## src/rtl/lcs_pkg.sv

```systemverilog
// Package with the word types, command codes and cell control struct for the LCS length core.
`timescale 1ns / 1ps

package lcs_pkg;

  // Command codes carried in the input word.
  localparam logic CMD_LOAD    = 1'b0;
  localparam logic CMD_COMPARE = 1'b1;

  // Width of the length field in the result word.
  localparam int LEN_OUT_BITS = 7;

  // Input word: one symbol of either sequence.
  typedef struct packed {
    logic       command;
    logic [7:0] symbol;
    logic       last;
  } lcs_in_t;

  // Result word: LCS length and the dropped-symbol flag.
  typedef struct packed {
    logic [LEN_OUT_BITS-1:0] lcs_length;
    logic                    overflow;
  } lcs_out_t;

  // Control broadcast to every cell of the chain.
  typedef struct packed {
    logic adv;        // chain moves one step this cycle
    logic clear_row;  // a new first sequence starts: drop symbols and DP values
  } cell_ctrl_t;

endpackage

```

## src/rtl/lcs_cell.sv

```systemverilog
// One cell of the systolic LCS chain: one stored symbol and its DP entry.
`timescale 1ns / 1ps

module lcs_cell import lcs_pkg::*; #(
  parameter int SW = 8,
  parameter int LW = 7
) (
  input  logic          clk,
  input  logic          rst,
  input  cell_ctrl_t    ctrl,
  input  logic          we,
  input  logic [SW-1:0] load_sym,
  input  logic          tok_valid_in,
  input  logic          tok_last_in,
  input  logic [SW-1:0] tok_sym_in,
  input  logic [LW-1:0] tok_diag_in,
  input  logic [LW-1:0] tok_above_in,
  output logic          tok_valid_out,
  output logic          tok_last_out,
  output logic [SW-1:0] tok_sym_out,
  output logic [LW-1:0] tok_diag_out,
  output logic [LW-1:0] tok_above_out
);

  logic [SW-1:0] stored;
  logic          used;
  logic [LW-1:0] dp;
  logic [LW-1:0] val;

  // DP update: a match extends the diagonal, otherwise take the larger neighbor.
  always_comb begin
    if (stored == tok_sym_in) begin
      val = tok_diag_in + LW'(1);
    end else if (dp > tok_above_in) begin
      val = dp;
    end else begin
      val = tok_above_in;
    end
  end

  // Control state: occupancy, DP entry and the token valid bit.
  always_ff @(posedge clk) begin
    if (rst) begin
      used          <= 1'b0;
      dp            <= '0;
      tok_valid_out <= 1'b0;
    end else begin
      if (ctrl.clear_row) begin
        used <= we;
        dp   <= '0;
      end else begin
        if (we) begin
          used <= 1'b1;
        end
        if (ctrl.adv && used && tok_valid_in) begin
          // The last compare symbol leaves a cleared row behind it.
          dp <= tok_last_in ? '0 : val;
        end
      end
      if (ctrl.adv) begin
        tok_valid_out <= tok_valid_in;
      end
    end
  end

  // Payload: stored symbol and the token handed to the next cell.
  always_ff @(posedge clk) begin
    if (we) begin
      stored <= load_sym;
    end
    if (ctrl.adv) begin
      tok_last_out  <= tok_last_in;
      tok_sym_out   <= tok_sym_in;
      tok_diag_out  <= used ? dp  : tok_diag_in;
      tok_above_out <= used ? val : tok_above_in;
    end
  end

endmodule

```

## config.mk

```make
export PLATFORM = sky130hd
export DESIGN_NAME = lcs_cell
export DESIGN_NICKNAME = d
export VERILOG_FILES = /design/src/rtl/lcs_pkg.sv /design/src/rtl/lcs_cell.sv
export SDC_FILE = /design/constraint.sdc
export NUM_CORES = 1
export LEC_CHECK = 0
export ABC_AREA = 1
export BUFFER_PORTS_ARGS = -buffer_cell sky130_fd_sc_hd__buf_2
export CAP_MARGIN = 20
export CORE_ASPECT_RATIO = 1.2
export CORE_MARGIN = 2
export CORE_UTILIZATION = 47
export CTS_CLUSTER_DIAMETER = 150
export DETAILED_ROUTE_END_ITERATION = 16
export PLACE_DENSITY_LB_ADDON = 0.08
export REMOVE_ABC_BUFFERS = 1
export SETUP_SLACK_MARGIN = 0.02
export SLEW_MARGIN = 40
export SYNTH_ARGS = -nofsm -noshare
export SYNTH_HDL_FRONTEND = slang
export SYNTH_SLANG_ARGS = --single-unit
export TNS_END_PERCENT = 5
```

## constraint.sdc

```tcl
create_clock -name clk -period 1.86 [get_ports clk]
set_input_delay 0.465 -clock clk [delete_from_list [all_inputs] [get_ports clk]]
set_output_delay 0.465 -clock clk [all_outputs]
set_load 0.02 [all_outputs]
```

==> impl_metrics.py <==
metrics = {
    "status": {
        "run_status": "finished clean",
    },
    "setup_path": {
        "arrival_ns": 1.77,
        "worstPathMaxFanout": 8,
        "critPathCaptureType": "flip-flop",
        "crit_type": "flip-flop to flip-flop",
        "crit_required_ns": 1.90,
        "critPathLaunchType": "flip-flop",
    },
    "sta": {
        "max_freq_ghz": 0.578,
        "max_slew.worst_pin.slew_ns": 0.457,
        "slew_viol_final": 0,
        "period_share_pct": 93.0,
        "rsz0062_at_grt": "true",
        "fin_hold_ws_ns": 0.343,
        "setup_viol": 0,
        "setup_tns_ns": 0,
        "slew_headroom_pct": 69.5,
        "hold_viol": 0,
        "fin_crit_ns": 1.73,
        "clock-skew-final_ns": 0.00709,
    },
    "logic_synthesis": {
        "synth_top_area_share_pct": 43.5,
        "seq_area_frac_synth_pct": 51.9,
        "synthFlopType": "edfxtp_1",
        "synthArstFlopShare_pct": 0,
        "yosysTopAreaCell": "edfxtp_1",
        "avgSynthCellArea_um2": 9.11,
        "syn-instance-count": 235,
        "synthTopCellsByArea": "edfxtp_1, nand2_1, dfxtp_1",
        "yosys_warnings": 0,
        "ys_seq_elements": 40,
        "synth.distinct_cells": 24,
        "synth_edf_count": 31,
        "syn_area_um2": 2140,
    },
    "grt": {
        "antenna_found_initial": 0,
        "grt_remaining_overflow": 0,
        "grt_pass1_vias": 1636,
        "grt_max_degree": 21,
        "grt_usage_pct": 18.6,
        "grt_pass1_wl_mm": 7.22,
    },
    "routing": {
        "ant_nets": 0,
        "drt_pre_antenna_iters": 4,
        "drc": 0,
        "finalWirelength_mm": 4.56,
        "dr_total_vias": 1773,
        "drt_iter0_markers": 93,
        "vias_per_cell": 4.70,
        "wire_per_inst_um": 12.1,
    },
    "finish": {
        "insertedDiodeCount": 0,
        "drive_above_1_share_pct": 37.1,
        "num-nets-final": 365,
        "area_delta_synth_final_pct": 30.0,
        "final_area_um2": 2780,
        "stdcell_count": 377,
    },
    "clock_tree": {
        "clockBufferDepth": 2,
        "cts_inserted_buffers": 5,
        "clkSlewWorstSetupHoldPaths_ns": 0.08,
        "tritoncts": "done",
        "cts_max_level": 2,
        "clock-root-buffer": "clkbuf_8",
        "ctsHoldBuffers": 0,
        "cts.sinks": 40,
        "clk_latency_ns": 0.29,
    },
    "placed_design": {
        "gp_congestion": 0.864,
        "post-place-cells": 367,
        "dpl.hpwl_mm": 3.58,
        "port_buffers": 60,
        "post_dp_cell_area_um2": 2650,
    },
    "floorplan": {
        "core_region_area_um2": 4330,
        "fp-row-count": 26,
        "die_y_um": 77.9,
        "initial_core_util_pct": 49.5,
        "die_x_um": 65.6,
        "die_area_um2": 5110,
        "top_level_ports": 61,
    },
    "power": {
        "comb_power_share_pct": 17.1,
        "p_seq_share_pct": 54.2,
        "p_int_uw": 1410,
        "clock_power_share_pct": 28.6,
        "p_sw_uw": 525,
        "power_switching_share_pct": 27.1,
        "power.density_nw_per_um2": 695,
        "ir_drop_mv": 0.384,
        "leakage_uw": 0.00134,
    },
    "job": {
        "drv_cap": 0,
    },
    "worst_hold_path": {
        "hold_class": "input pin to flip-flop",
    },
}
## repair_timing
action	CTS	global route
buffers inserted	0	2
endpoints found under the setup margin	0	6
gates resized for setup	0	6
## state kept, by name, indices dropped and copies added, names as in the netlist
register,count
tok_sym_out,8
used,1
tok_valid_out,1
tok_last_out,1
tok_diag_out,7
stored,8
tok_above_out,7
dp,7
## path summary, 6_finish.rpt
| path | start | endpoint | slack [ns] | cells after the start |
|---|---|---|---|---|
| worst max-delay path | dp[6] | tok_above_out[3] | 0.13 | 11 |
| worst min-delay path | rst | tok_valid_out | 0.34 | 2 |
| worst max register to register | dp[6] | tok_above_out[3] | 0.13 | 11 |
| worst min register to register | tok_valid_out | tok_valid_out | 0.46 | 2 |
## metal layers
metal	GRT usage [%]	vias up	part of all wire (%)
met5	0	-	0
met4	6.88	0	1.6
met3	3.91	5	3.9
met2	33.5	46	52
met1	21.4	792	43
li1	-	930	-
## through the flow
step	utilization [%]	total power (uW)	setup slack, ns
finish	64.3	1930	0.130
global route	64.3	2020	-0.00634
CTS	63.0	1950	0.133
detailed placement	61.1	1400	-0.157
global placement	61.1	1390	-0.117
floorplan	-	1250	0.00901
## cells in the mapped netlist (all sizes together), types with 2 or more instances
master  number
nand3       23
inv         39
nor2         9
edfxtp      31
dfxtp        9
clkbuf       3
xor2         4
or2          2
nand4        2
ha           8
a21oi       10
nand2       77
o21ai       15
## cell type report
type	instances	area (um^2)
repair buffers	82	465
clock buffers	5	68.8
inverters	39	146
flip-flops and latches	40	1110
well taps	56	70.1
clock inverters	3	13.8
multi-input cells	152	905
fillers	375	1540
## placed cells by master, fill, tap and decap left out, drive strengths merged, types with 2 or more instances in the layout
master / count
o21ai: 15
a21oi: 10
nand2: 77
or2: 2
buf: 82
edfxtp: 31
nand4: 2
nor2: 9
dfxtp: 9
clkbuf: 5
ha: 8
nand3: 23
xor2: 4
clkinv: 3
inv: 39
## worst max-delay path: stages (launching register included)
cell and delay, ns:
dfxtp_1 0.34, ha_4 0.28, nand2_2 0.07, nor2_4 0.14, nand2_2 0.08, nand2_4 0.12
buf_4 0.12, nand3_1 0.05, nand3_1 0.08, nand2_1 0.07, nand2_1 0.05, o21ai_0 0.07
## logic make-up (layout without fill, tap and decap cells)
logic type	count (synthesis)	in the layout	synth area share (%)
adder cells (fa/ha/maj)	8	8	4.68
AO/OA/AOI/OAI	27	27	7.54
buffers and inverters	43	129	7.60
AND/OR/NAND/NOR	113	113	26.7
XOR/XNOR	4	4	1.64
flip-flops	40	40	51.9
## power groups by stage
stage	Sequential, uW	Clock (uW)	Combinational [uW]
floorplan	1120	0	127
global placement	1070	0	323
detailed placement	1070	0	328
CTS	1050	567	329
global route	1060	591	369
finish	1050	554	332
Power figures use the tool's default switching activity.
